`src/rtl/rc4_stream_cipher_assert.svh`:
```
// Assertion macros of the RC4 stream cipher, used by the sequencer.
`ifndef RC4_STREAM_CIPHER_ASSERT_SVH
`define RC4_STREAM_CIPHER_ASSERT_SVH

// Checks that the consequent holds in the same cycle as the antecedent.
`define RC4_ASSERT_SAME(label, clk, rst_n, ante, cons, msg) \
    label: assert property (@(posedge clk) disable iff (!rst_n) (ante) |-> (cons)) \
        else $error(msg);

// Checks that the consequent holds in the cycle after the antecedent.
`define RC4_ASSERT_NEXT(label, clk, rst_n, ante, cons, msg) \
    label: assert property (@(posedge clk) disable iff (!rst_n) (ante) |=> (cons)) \
        else $error(msg);

`endif

```
`src/rtl/rc4_pkg.sv`:
```
// Package with shared constants and types of the RC4 stream cipher.
`timescale 1ns / 1ps
package rc4_pkg;

    localparam int TABLE_SIZE      = 256;
    localparam int ADDR_W          = 8;
    localparam int BYTE_W          = 8;
    localparam int KEY_CNT_W       = 9;
    localparam int DEF_MAX_KEY_LEN = 256;

    localparam logic CMD_KEY  = 1'b0;
    localparam logic CMD_DATA = 1'b1;

    typedef struct packed {
        logic              we;
        logic [ADDR_W-1:0] waddr;
        logic [BYTE_W-1:0] wdata;
        logic [ADDR_W-1:0] raddr;
    } t_ram_req;

endpackage

```
`src/rtl/rc4_ram.sv`:
```
// Single write port, single registered read port byte memory.
`timescale 1ns / 1ps
module rc4_ram (
    input  logic                    i_clk,
    input  rc4_pkg::t_ram_req       i_req,
    output logic [rc4_pkg::BYTE_W-1:0] o_rdata
);
    import rc4_pkg::*;

    logic [BYTE_W-1:0] r_mem [TABLE_SIZE];
    logic [BYTE_W-1:0] r_rdata;

    always_ff @(posedge i_clk) begin
        if (i_req.we) begin
            r_mem[i_req.waddr] <= i_req.wdata;
        end
        r_rdata <= r_mem[i_req.raddr];
    end

    assign o_rdata = r_rdata;

endmodule

```
`config.mk`:
```
export PLATFORM = sky130hd
export DESIGN_NAME = rc4_ram
export DESIGN_NICKNAME = d
export VERILOG_FILES = /design/src/rtl/rc4_stream_cipher_assert.svh /design/src/rtl/rc4_pkg.sv /design/src/rtl/rc4_ram.sv
export SDC_FILE = /design/constraint.sdc
export NUM_CORES = 2
export LEC_CHECK = 0
export BUFFER_PORTS_ARGS = -buffer_cell sky130_fd_sc_hd__buf_2
export CAP_MARGIN = 20
export CELL_PAD_IN_SITES_DETAIL_PLACEMENT = 1
export CELL_PAD_IN_SITES_GLOBAL_PLACEMENT = 1
export CORE_MARGIN = 2
export CORE_UTILIZATION = 45
export CTS_CLUSTER_DIAMETER = 50
export CTS_CLUSTER_SIZE = 16
export DETAILED_ROUTE_END_ITERATION = 10
export PLACE_DENSITY_LB_ADDON = 0.1
export SETUP_SLACK_MARGIN = 0.15
export SLEW_MARGIN = 20
export SYNTH_ARGS = -nofsm -noshare
export SYNTH_HDL_FRONTEND = slang
export SYNTH_SLANG_ARGS = --single-unit
export TNS_END_PERCENT = 50
```
`constraint.sdc`:
```
create_clock -name i_clk -period 2.88 [get_ports i_clk]
set_input_delay 0.432 -clock i_clk [delete_from_list [all_inputs] [get_ports i_clk]]
set_output_delay 0.432 -clock i_clk [all_outputs]
set_load 0.1 [all_outputs]
```
==> results.cfg <==
[outcome]
outcome = finished clean

[sta]
rsz0062_at_grt = no
hold_violations = 0
fmax_mhz = 370.0
period_needed_ns = 2.703
maxSlewHeadroom = 0.4116
slew_violations = 0
holdWs_ns = 0.1441
fin_ws_ns = 0.1771
fin_skew_ns = 0.04187
post-route-period-util = 0.9385
tightestPinTransition_ns = 0.8826
setup_viol = 0

[worst_setup_path]
worstSetupPathType = reg -> reg
crit_path_end_kind = register
regToRegSetupSlack_ns = 0.18
cp.required_ns = 3.58
regToRegStartpoint = r_mem[171][0]
cp_data_arrival_time_ns = 3.40
regToRegEndpoint = o_rdata[0]
setup.worst_path.start_class = register
rr_worst_depth = 6
cp_max_fo = 1

[grt]
grt_use_met3 = 0.03448
grtUsageTotal = 0.2500
grt_use_met1 = 0.3489
antenna_found_initial = 15
grt.overflow.total = 0
grt_pass1_vias = 43240
grt_max_degree = 101
met2_usage = 0.4160
grt-busiest-layer = met2
grt_pass1_wl_mm = 321.4

[synth]
syn_area_sq_mm = 0.07956
post-synth-top-area-fraction = 0.7730
synth_cell_type_count = 55
yosys_warnings = 0
synth_seq_cells = 2056
synth-edff-count = 2048
synth_top_area_cell = edfxtp_1
async_reset_ff_frac = 0
synth_area_leaders = edfxtp_1 (77%), mux4_2 (13%), mux2i_1 (1.7%)
synth_commonest_cells = edfxtp_1 (2,048), mux4_2 (454), nor2_1 (282)
synth.most_common_cell = edfxtp_1
seq_area_frac_synth = 0.7750
ys.flop_type = edfxtp_1
syn_nets = 3759
synthCells = 3733
avgSynthCellArea_sq_um = 21.31

[worst_hold_path]
worstHoldStart = i_req[11]
worstHoldPathCells = 2
holdPathEnd = r_mem[202][3]
hold_path.class = in -> reg

[layout]
syn_to_final_growth_pct = 16.59
final_util = 0.5272
fin_cells = 6801
nets = 4347
drive_gt1_frac = 0.3149

[clocking]
cts_root_buf = clkbuf_16
numCtsBuffers = 181
clk_path_buf_depth = 3
clkLatencyLatePin_ns = 0.84
cts_tree = built
cts_sinks = 2056
cts_setup_buffers = 0
htreeDepth = 4
clkSlewWorstSetupHoldPaths_ns = 0.07

[floorplan]
fp.dieW_um = 424.5
fp.dieH_um = 424.5
design.core.area_sq_mm = 0.1759
initial_core_util = 0.4522
dieArea_sq_mm = 0.1802
std_cell_rows = 154
ios = 34

[power_and_ir_drop]
total_power_mw = 61.21
peakVddDrop_v = 0.0006700
leakagePower_nw = 29.72
power_density_mw_per_mm2 = 660.0

[placed_design]
port_buffers = 33
hpwl_mm = 146.5
dp_cells = 6476
gp_congestion = 0.8714
pre_cts_ws_ns = -0.6405

[detailed_routing]
antenna_left = 0
wl_per_cell_um = 32.69
via_per_inst = 5.948
drt-total-wl_mm = 222.3
drt_pass1_iterations = 5
vias = 40450
drcViolationCount = 0
drt-initial-drc-count = 3965

[job]
max_cap_violations = 0
==> sequential cells by signal, summed over array words and instances (netlist names) <==
name and cells:
r_mem 2048, o_rdata 8
==> timing repair <==
item	4_1_cts	5_1_grt
endpoints found under the setup margin	2	1
hold buffers	2	0
pin swaps	0	0
resized for setup	1	1
endpoints found under the hold margin	7	0
==> cell type report <==
| cell class | count | area [sq um] |
|---|---|---|
| Antenna cell | 5 | 12.51 |
| Clock buffer | 202 | 4746 |
| Clock inverter | 116 | 1192 |
| Fill cell | 15350 | 83170 |
| Inverter | 2 | 7.507 |
| Multi-Input combinational cell | 1442 | 16500 |
| Sequential cell | 2056 | 61660 |
| Tap cell | 2340 | 2928 |
| Timing Repair Buffer | 638 | 5705 |
==> how the worst max path moves through the flow <==
stage	from	to	slack (ns)	depth (start not counted)
finish	r_mem[171][0]	o_rdata[0]	0.18	6
global route	r_mem[171][0]	o_rdata[0]	0.17	6
CTS	r_mem[171][0]	o_rdata[0]	0.09	6
detailed placement	i_req[0]	o_rdata[3]	-0.64	10
global placement	i_req[0]	o_rdata[6]	-0.74	9
floorplan	i_req[0]	o_rdata[2]	0.51	9
==> where the power goes <==
| part | switching, mW | internal (mW) | leakage, nW | total (mW) |
|---|---|---|---|---|
| logic | 2.29 | 1.33 | 8.37 | 3.61 |
| clock network | 11.3 | 13.3 | 2.88 | 24.6 |
| registers | 0.0636 | 33.0 | 18.5 | 33.0 |
| total | 13.7 | 47.5 | 29.7 | 61.2 |
==> critical path: stages, from the launching register on <==
cell,delay [ns]
edfxtp_1,0.37
mux4_2,0.55
o21ai_0,0.58
a2111oi_0,0.24
nor3_1,0.58
buf_4,0.23
nor4_2,0.04
==> routing by layer <==
metal	up-vias	share of wire
li1	16870	-
met5	-	0.000054
met3	283	0.052
met4	2	0.025
met2	1243	0.50
met1	22060	0.42
==> cell usage in the layout (no fill, tap or decap), types with 6 or more instances in the layout <==
cell type,count
clkinv_1,14
a221oi_1,13
clkbuf_16,187
nand2b_1,8
clkinv_2,21
mux2i_1,134
clkbuf_1,14
buf_4,532
a22o_1,8
dfxtp_1,8
buf_12,72
nor4_1,23
buf_2,22
a211oi_1,16
inv_8,9
a22oi_1,133
o221ai_1,46
edfxtp_1,2048
o211ai_1,10
nor2b_1,28
clkinv_4,15
inv_6,24
nand4_1,10
clkinvlp_4,16
a21oi_1,96
nand3_1,34
bufinv_16,13
and2_1,6
clkbuf_8,9
o22ai_1,28
nor3_1,20
o21ai_0,10
mux4_2,454
nand2_1,33
nor2_1,279
==> through the flow <==
stage	cell area [sq um]	TNS, ns
2_1_floorplan	79560	0
3_5_place_dp	86770	-3.283
4_1_cts	92740	0
6_report	92750	0
5_1_grt	92750	0
3_3_place_gp	86760	-3.719
==> kinds of logic after synthesis <==
logic type	share of synthesized area
DFF	0.7750
AOI/OAI and AO/OA	0.03419
muxes	0.1462
and+or+nand+nor	0.02628
buffers and inverters	0.01831
No activity file was read; power rests on OpenSTA's default activity.
