[config.mk]
export PLATFORM = sky130hd
export DESIGN_NAME = rc4_seq
export DESIGN_NICKNAME = d
export VERILOG_FILES = /design/src/rtl/rc4_pkg.sv /design/src/rtl/rc4_seq.sv
export VERILOG_INCLUDE_DIRS = /design/src /design/src/rtl
export SDC_FILE = /design/constraint.sdc
export NUM_CORES = 1
export LEC_CHECK = 0
export ABC_AREA = 0
export BUFFER_PORTS_ARGS = -buffer_cell sky130_fd_sc_hd__clkbuf_2
export CORE_ASPECT_RATIO = 0.5
export CORE_MARGIN = 5
export CORE_UTILIZATION = 30
export DETAILED_ROUTE_END_ITERATION = 6
export PLACE_DENSITY = 0.45
export SETUP_SLACK_MARGIN = 0.1
export SKIP_CTS_REPAIR_TIMING = 1
export SLEW_MARGIN = 0
export SYNTH_ARGS = -nofsm -noshare
export SYNTH_HDL_FRONTEND = slang
export SYNTH_SLANG_ARGS = --single-unit
[constraint.sdc]
create_clock -name i_clk -period 9.4 [get_ports i_clk]
set_input_delay 1.41 -clock i_clk [delete_from_list [all_inputs] [get_ports i_clk]]
set_output_delay 1.41 -clock i_clk [all_outputs]
set_load 0.005 [all_outputs]
[src/rtl/rc4_stream_cipher_assert.svh]
// Assertion macros of the RC4 stream cipher, used by the sequencer.
`ifndef RC4_STREAM_CIPHER_ASSERT_SVH
`define RC4_STREAM_CIPHER_ASSERT_SVH

// Checks that the consequent holds in the same cycle as the antecedent.
`define RC4_ASSERT_SAME(label, clk, rst_n, ante, cons, msg) \
    label: assert property (@(posedge clk) disable iff (!rst_n) (ante) |-> (cons)) \
        else $error(msg);

// Checks that the consequent holds in the cycle after the antecedent.
`define RC4_ASSERT_NEXT(label, clk, rst_n, ante, cons, msg) \
    label: assert property (@(posedge clk) disable iff (!rst_n) (ante) |=> (cons)) \
        else $error(msg);

`endif

[src/rtl/rc4_pkg.sv]
// Package with shared constants and types of the RC4 stream cipher.
`timescale 1ns / 1ps
package rc4_pkg;

    localparam int TABLE_SIZE      = 256;
    localparam int ADDR_W          = 8;
    localparam int BYTE_W          = 8;
    localparam int KEY_CNT_W       = 9;
    localparam int DEF_MAX_KEY_LEN = 256;

    localparam logic CMD_KEY  = 1'b0;
    localparam logic CMD_DATA = 1'b1;

    typedef struct packed {
        logic              we;
        logic [ADDR_W-1:0] waddr;
        logic [BYTE_W-1:0] wdata;
        logic [ADDR_W-1:0] raddr;
    } t_ram_req;

endpackage

[src/rtl/rc4_seq.sv]
// Sequencer of the RC4 cipher with the shared pointer adder.
`timescale 1ns / 1ps
module rc4_seq #(
    parameter int MAX_KEY_LEN = rc4_pkg::DEF_MAX_KEY_LEN
) (
    input  logic                       i_clk,
    input  logic                       i_rst_n,
    input  logic                       i_valid,
    output logic                       o_ready,
    input  logic                       i_cmd,
    input  logic [rc4_pkg::BYTE_W-1:0] i_byte,
    input  logic                       i_last,
    input  logic                       i_out_free,
    output logic                       o_res_valid,
    output logic [rc4_pkg::BYTE_W-1:0] o_res_byte,
    output logic                       o_res_keyed,
    output rc4_pkg::t_ram_req          o_perm_req,
    input  logic [rc4_pkg::BYTE_W-1:0] i_perm_rdata,
    output rc4_pkg::t_ram_req          o_key_req,
    input  logic [rc4_pkg::BYTE_W-1:0] i_key_rdata
);
    import rc4_pkg::*;

    `include "rc4_stream_cipher_assert.svh"

    localparam logic [3:0] S_IDLE   = 4'd0;
    localparam logic [3:0] S_FILL   = 4'd1;
    localparam logic [3:0] S_K_RD_I = 4'd2;
    localparam logic [3:0] S_K_RD_J = 4'd3;
    localparam logic [3:0] S_K_WR_I = 4'd4;
    localparam logic [3:0] S_K_WR_J = 4'd5;
    localparam logic [3:0] S_D_RD_I = 4'd6;
    localparam logic [3:0] S_D_RD_J = 4'd7;
    localparam logic [3:0] S_D_WR_I = 4'd8;
    localparam logic [3:0] S_D_WR_J = 4'd9;
    localparam logic [3:0] S_D_RD_T = 4'd10;
    localparam logic [3:0] S_D_XOR  = 4'd11;
    localparam logic [3:0] S_D_OUT  = 4'd12;

    localparam logic [KEY_CNT_W-1:0] KeyLimit = KEY_CNT_W'(MAX_KEY_LEN);
    localparam logic [ADDR_W-1:0]    LastIdx  = ADDR_W'(TABLE_SIZE - 1);

    logic [3:0]           r_state, n_state;
    logic [ADDR_W-1:0]    r_i, n_i;
    logic [ADDR_W-1:0]    r_j, n_j;
    logic [ADDR_W-1:0]    r_n, n_n;
    logic [ADDR_W-1:0]    r_kidx, n_kidx;
    logic [BYTE_W-1:0]    r_si, n_si;
    logic [BYTE_W-1:0]    r_sj, n_sj;
    logic [BYTE_W-1:0]    r_byte, n_byte;
    logic [KEY_CNT_W-1:0] r_key_count, n_key_count;
    logic                 r_keyed, n_keyed;

    logic [BYTE_W-1:0]    add_a, add_b, add_c, add_sum;
    logic [BYTE_W-1:0]    key_byte;
    logic [KEY_CNT_W-1:0] kidx_inc;
    logic                 accept;

    assign accept   = i_valid && o_ready;
    assign o_ready  = (r_state == S_IDLE);
    assign key_byte = (r_key_count != '0) ? i_key_rdata : '0;
    assign kidx_inc = {1'b0, r_kidx} + KEY_CNT_W'(1);

    always_comb begin
        add_a = r_n;
        add_b = BYTE_W'(1);
        add_c = '0;
        unique case (r_state)
            S_IDLE: begin
                add_a = r_i;
            end
            S_K_RD_J: begin
                add_a = r_j;
                add_b = i_perm_rdata;
                add_c = key_byte;
            end
            S_D_RD_J: begin
                add_a = r_j;
                add_b = i_perm_rdata;
            end
            S_D_RD_T: begin
                add_a = r_si;
                add_b = r_sj;
            end
            default: begin
                add_a = r_n;
            end
        endcase
        add_sum = add_a + add_b + add_c;
    end

    always_comb begin
        n_state     = r_state;
        n_i         = r_i;
        n_j         = r_j;
        n_n         = r_n;
        n_kidx      = r_kidx;
        n_si        = r_si;
        n_sj        = r_sj;
        n_byte      = r_byte;
        n_key_count = r_key_count;
        n_keyed     = r_keyed;
        o_perm_req  = '0;
        o_key_req   = '0;
        o_res_valid = 1'b0;
        unique case (r_state)
            S_IDLE: begin
                if (accept) begin
                    n_byte = i_byte;
                    if (i_cmd == CMD_KEY) begin
                        if (r_key_count < KeyLimit) begin
                            o_key_req.we    = 1'b1;
                            o_key_req.waddr = r_key_count[ADDR_W-1:0];
                            o_key_req.wdata = i_byte;
                            n_key_count     = r_key_count + KEY_CNT_W'(1);
                        end
                        if (i_last) begin
                            n_n     = '0;
                            n_state = S_FILL;
                        end
                    end else if (r_keyed) begin
                        n_i     = add_sum;
                        n_state = S_D_RD_I;
                    end else begin
                        n_state = S_D_OUT;
                    end
                end
            end
            S_FILL: begin
                o_perm_req.we    = 1'b1;
                o_perm_req.waddr = r_n;
                o_perm_req.wdata = r_n;
                n_n              = add_sum;
                if (r_n == LastIdx) begin
                    n_j     = '0;
                    n_kidx  = '0;
                    n_state = S_K_RD_I;
                end
            end
            S_K_RD_I: begin
                o_perm_req.raddr = r_n;
                o_key_req.raddr  = r_kidx;
                n_state          = S_K_RD_J;
            end
            S_K_RD_J: begin
                n_si             = i_perm_rdata;
                n_j              = add_sum;
                o_perm_req.raddr = add_sum;
                n_kidx           = (kidx_inc == r_key_count) ? '0 : kidx_inc[ADDR_W-1:0];
                n_state          = S_K_WR_I;
            end
            S_K_WR_I: begin
                o_perm_req.we    = 1'b1;
                o_perm_req.waddr = r_n;
                o_perm_req.wdata = i_perm_rdata;
                n_state          = S_K_WR_J;
            end
            S_K_WR_J: begin
                o_perm_req.we    = 1'b1;
                o_perm_req.waddr = r_j;
                o_perm_req.wdata = r_si;
                n_n              = add_sum;
                if (r_n == LastIdx) begin
                    n_i         = '0;
                    n_j         = '0;
                    n_key_count = '0;
                    n_keyed     = 1'b1;
                    n_state     = S_IDLE;
                end else begin
                    n_state = S_K_RD_I;
                end
            end
            S_D_RD_I: begin
                o_perm_req.raddr = r_i;
                n_state          = S_D_RD_J;
            end
            S_D_RD_J: begin
                n_si             = i_perm_rdata;
                n_j              = add_sum;
                o_perm_req.raddr = add_sum;
                n_state          = S_D_WR_I;
            end
            S_D_WR_I: begin
                n_sj             = i_perm_rdata;
                o_perm_req.we    = 1'b1;
                o_perm_req.waddr = r_i;
                o_perm_req.wdata = i_perm_rdata;
                n_state          = S_D_WR_J;
            end
            S_D_WR_J: begin
                o_perm_req.we    = 1'b1;
                o_perm_req.waddr = r_j;
                o_perm_req.wdata = r_si;
                n_state          = S_D_RD_T;
            end
            S_D_RD_T: begin
                o_perm_req.raddr = add_sum;
                n_state          = S_D_XOR;
            end
            S_D_XOR: begin
                n_byte  = r_byte ^ i_perm_rdata;
                n_state = S_D_OUT;
            end
            S_D_OUT: begin
                if (i_out_free) begin
                    o_res_valid = 1'b1;
                    n_state     = S_IDLE;
                end
            end
            default: begin
                n_state = S_IDLE;
            end
        endcase
    end

    assign o_res_byte  = r_byte;
    assign o_res_keyed = r_keyed;

    always_ff @(posedge i_clk) begin
        if (!i_rst_n) begin
            r_state     <= S_IDLE;
            r_i         <= '0;
            r_j         <= '0;
            r_key_count <= '0;
            r_keyed     <= 1'b0;
        end else begin
            r_state     <= n_state;
            r_i         <= n_i;
            r_j         <= n_j;
            r_key_count <= n_key_count;
            r_keyed     <= n_keyed;
        end
    end

    always_ff @(posedge i_clk) begin
        r_n    <= n_n;
        r_kidx <= n_kidx;
        r_si   <= n_si;
        r_sj   <= n_sj;
        r_byte <= n_byte;
    end

    `RC4_ASSERT_SAME(a_push_free, i_clk, i_rst_n, o_res_valid, i_out_free,
        "result pushed into a full output register")
    `RC4_ASSERT_NEXT(a_fill_done, i_clk, i_rst_n, (r_state == S_FILL) && (r_n == LastIdx),
        r_state == S_K_RD_I, "identity fill did not hand over to the schedule")
    `RC4_ASSERT_NEXT(a_keyed_sticky, i_clk, i_rst_n, r_keyed, r_keyed,
        "keyed flag dropped without reset")
    `RC4_ASSERT_SAME(a_key_count_cap, i_clk, i_rst_n, 1'b1, r_key_count <= KeyLimit,
        "key count exceeds the maximum key length")

endmodule

==> results_dict.tcl <==
set metrics [dict create \
    grt_antenna_before_repair 0 \
    rr_worst_depth 16 \
    grt-ovfl-total 0 \
    clk-insertion-delay-late_ns 0.34 \
    timing.final.ws_setup_ns 2.39 \
    tritoncts "done" \
    postRouteWirelength_um 14000 \
    dieHeight_um 97.7 \
    final_net_count 628 \
    clock_tree.htree_level_count 3 \
    timing.hold.ws_ns 0.519 \
    synth_sequential_area_ratio 0.390 \
    postSynth.topFlopCell "edfxtp_1" \
    worstHoldEndpoint "r_j[7]$_SDFFE_PN0P_" \
    multiInputGateArea_um2 2560 \
    clock-sinks 70 \
    drt_iter0_markers 319 \
    route.antenna.remaining_nets 0 \
    port-buffer-count 90 \
    path_max_fanout 25 \
    cts_root_buffer "clkbuf_16" \
    final.setup.tns_ns 0 \
    grt_usage 0.155 \
    hold_depth 2 \
    first_global_vias 3985 \
    timing.critical_path.arrival_ns 5.60 \
    total_power_mw 1.50 \
    detailed_place.area_um2 5220 \
    via_to_cell_ratio 5.13 \
    yosys.area.top_type "edfxtp_1" \
    synthesis.yosys.warnings 0 \
    finClkSkew_ns 0.00823 \
    synthesis.area_per_instance_um2 9.19 \
    number_of_enable_flip_flop_cells_after_synthesis 40 \
    drt-wirelength-per-cell_um 17.7 \
    layout_worst_path_cycle_share 0.746 \
    yosysTopAreaCellShare 0.260 \
    power_per_cell_area_nw_per_um2 271 \
    pin_count_of_the_biggest_net_entering_global_routing 26 \
    dpl.cell_count 774 \
    core_area_um2 15300 \
    dieArea_um2 18100 \
    critical_path.reg2reg.endpoint "r_n[7]$_SDFFCE_PN0P_" \
    timing.final.crit_period_ns 7.01 \
    timing.max_slew.rel_slack 0.204 \
    worstSetupEndpointType "output port" \
    timing.reg2reg.setup_slack_ns 4.11 \
    run_status "finished clean" \
    fillers 1596 \
    mostFrequentLayoutCell "clkbuf_2" \
    route.detailed.drc 0 \
    critical_path_class "register to output port" \
    commonest_non_fill_non_tap_cells_in_the_layout "clkbuf_2, nor2_1, nand2_1, edfxtp_1, inv_1" \
    worstSetupStartpointType "register" \
    unrepaired_setup_endpoints_after_global_routing "no" \
    achievable-frequency_mhz 143 \
    hold_path_startpoint "r_j[7]$_SDFFE_PN0P_" \
    setup_viol 0 \
    std_cell_rows 32 \
    yosys-top-cells-area "edfxtp_1, dfxtp_1, nor2_1" \
    ff_latch_area_um2 1800 \
    initial_core_util 0.302 \
    synth-seq-cells 70 \
    place_worst_setup_slack_ns 2.80 \
    dr.pass1.iters 6 \
    synthesis.area_um2 4610 \
    crit_required_ns 7.99 \
    power.static_leakage_nw 2.27 \
    ir_worst_vdd_uv 79.1 \
    critical_path.slowest_cell "dfxtp_1" \
    ratio_of_cells_with_drive_above_1_in_the_final_layout 0.208 \
    via_count 4049 \
    fin_max_slew_vios 0 \
    gpl.final_weighted_congestion 0.829 \
    cap_viol_max_count 0 \
    io_pins 91 \
    netlist-cell-type-count 66 \
    grt_first_pass_wirelength_um 22200 \
    worstMarginPinSlew_ns 1.18 \
    crit-reg2reg-launch "r_state[3]$_SDFFE_PN0P_" \
    dpl.hpwl_um 10700 \
    holdCritPathClass "register to register" \
    synth_cells 502 \
    final_core_utilization 0.363 \
    clkSlewWorstSetupHoldPaths_ns 0.06 \
    crit_path_cell_trace "and2b_1 > nand2_1 > clkinv_1 > a222oi_1 > a21boi_0 > fa_1 > inv_1 > ha_1 > inv_1 > fa_1 > nor2b_1 > nor3_1 > o21ai_0 > a21oi_1 > xnor3_1 > o21ai_0 > clkbuf_2" \
    synth_async_sr_flop_share 0 \
    final-hold-violation-count 0 \
    final_cell_count_no_fill 790 \
    syn-num-nets 549 \
    antennaDiodeCount 0 \
    cts_made_buffers 9 \
    cts_buffer_depth 2 \
    fp.dieW_um 185 \
    final_design_area_no_fill_um2 5540 \
    flow.area_growth_from_synthesis_pct 20.0 \
    critical_path.max_stage_delay_ns 0.82 \
]
[cells in the mapped netlist (all sizes together) (13+ instances only)]
master  instances
a222oi         15
a22oi          28
and2           27
clkbuf         15
dfxtp          30
edfxtp         40
inv            34
nand2          51
nor2           58
o21ai          29
xnor2          23
xor2           13
[worst max path at each step]
stage | startpoint | end | cells after the start
finish | r_state[3]$_SDFFE_PN0P_ | o_perm_req[7] | 17
floorplan | r_state[0]$_SDFFE_PN0P_ | o_perm_req[7] | 17
global route | r_state[3]$_SDFFE_PN0P_ | o_perm_req[7] | 17
detailed placement | r_state[3]$_SDFFE_PN0P_ | o_perm_req[7] | 17
CTS | r_state[3]$_SDFFE_PN0P_ | o_perm_req[7] | 17
global placement | r_state[3]$_SDFFE_PN0P_ | o_perm_req[7] | 17
[worst max-delay path: cells and delay by family (launching register included)]
| kind | cells | cell delay, ns |
|---|---|---|
| buf+inv | 4 | 0.94 |
| compound gates | 5 | 1.29 |
| flops | 1 | 0.82 |
| simple gates | 4 | 0.74 |
| xor+xnor | 1 | 0.44 |
| fa+ha+maj | 3 | 1.03 |
[sequential cells by signal, summed over array words and instances, names as in the netlist]
name,cells
r_n,8
r_si,8
o_res_keyed,1
r_j,8
r_kidx,8
r_i,8
o_res_byte,8
r_state,4
r_sj,8
r_key_count,9
[power by group]
part           leakage, nW  total, mW  switching (mW)  internal [mW]
clock                0.152      0.364           0.132          0.232
sequential           0.608      0.487          0.0939          0.394
combinational         1.51      0.649           0.395          0.254
total                 2.27       1.50           0.621          0.879
[logic make-up after synthesis]
group                    after synthesis  share of synthesized area
AND/OR/NAND/NOR                      195                      0.225
AO/OA/AOI/OAI                        122                      0.196
flip-flops                            70                      0.390
buffers and inverters                 61                     0.0556
XOR/XNOR                              37                     0.0732
adder cells (fa/ha/maj)               17                     0.0591
[metal layers]
layer / share of wire / vias up / track usage
met4: 0.010 / 0 / 0.0355
met2: 0.46 / 98 / 0.243
met5: 0 / - / 0
met3: 0.048 / 12 / 0.0292
li1: - / 1971 / -
met1: 0.48 / 1968 / 0.221
[layout make-up]
cell class	instances	area share
repair buffers	93	0.0854
multi-input cells	371	0.462
clock buffers	10	0.0414
clock inverters	6	0.0156
flip-flops and latches	70	0.325
well taps	204	0.0461
inverters	36	0.0244
Power figures use the tool's default switching activity.
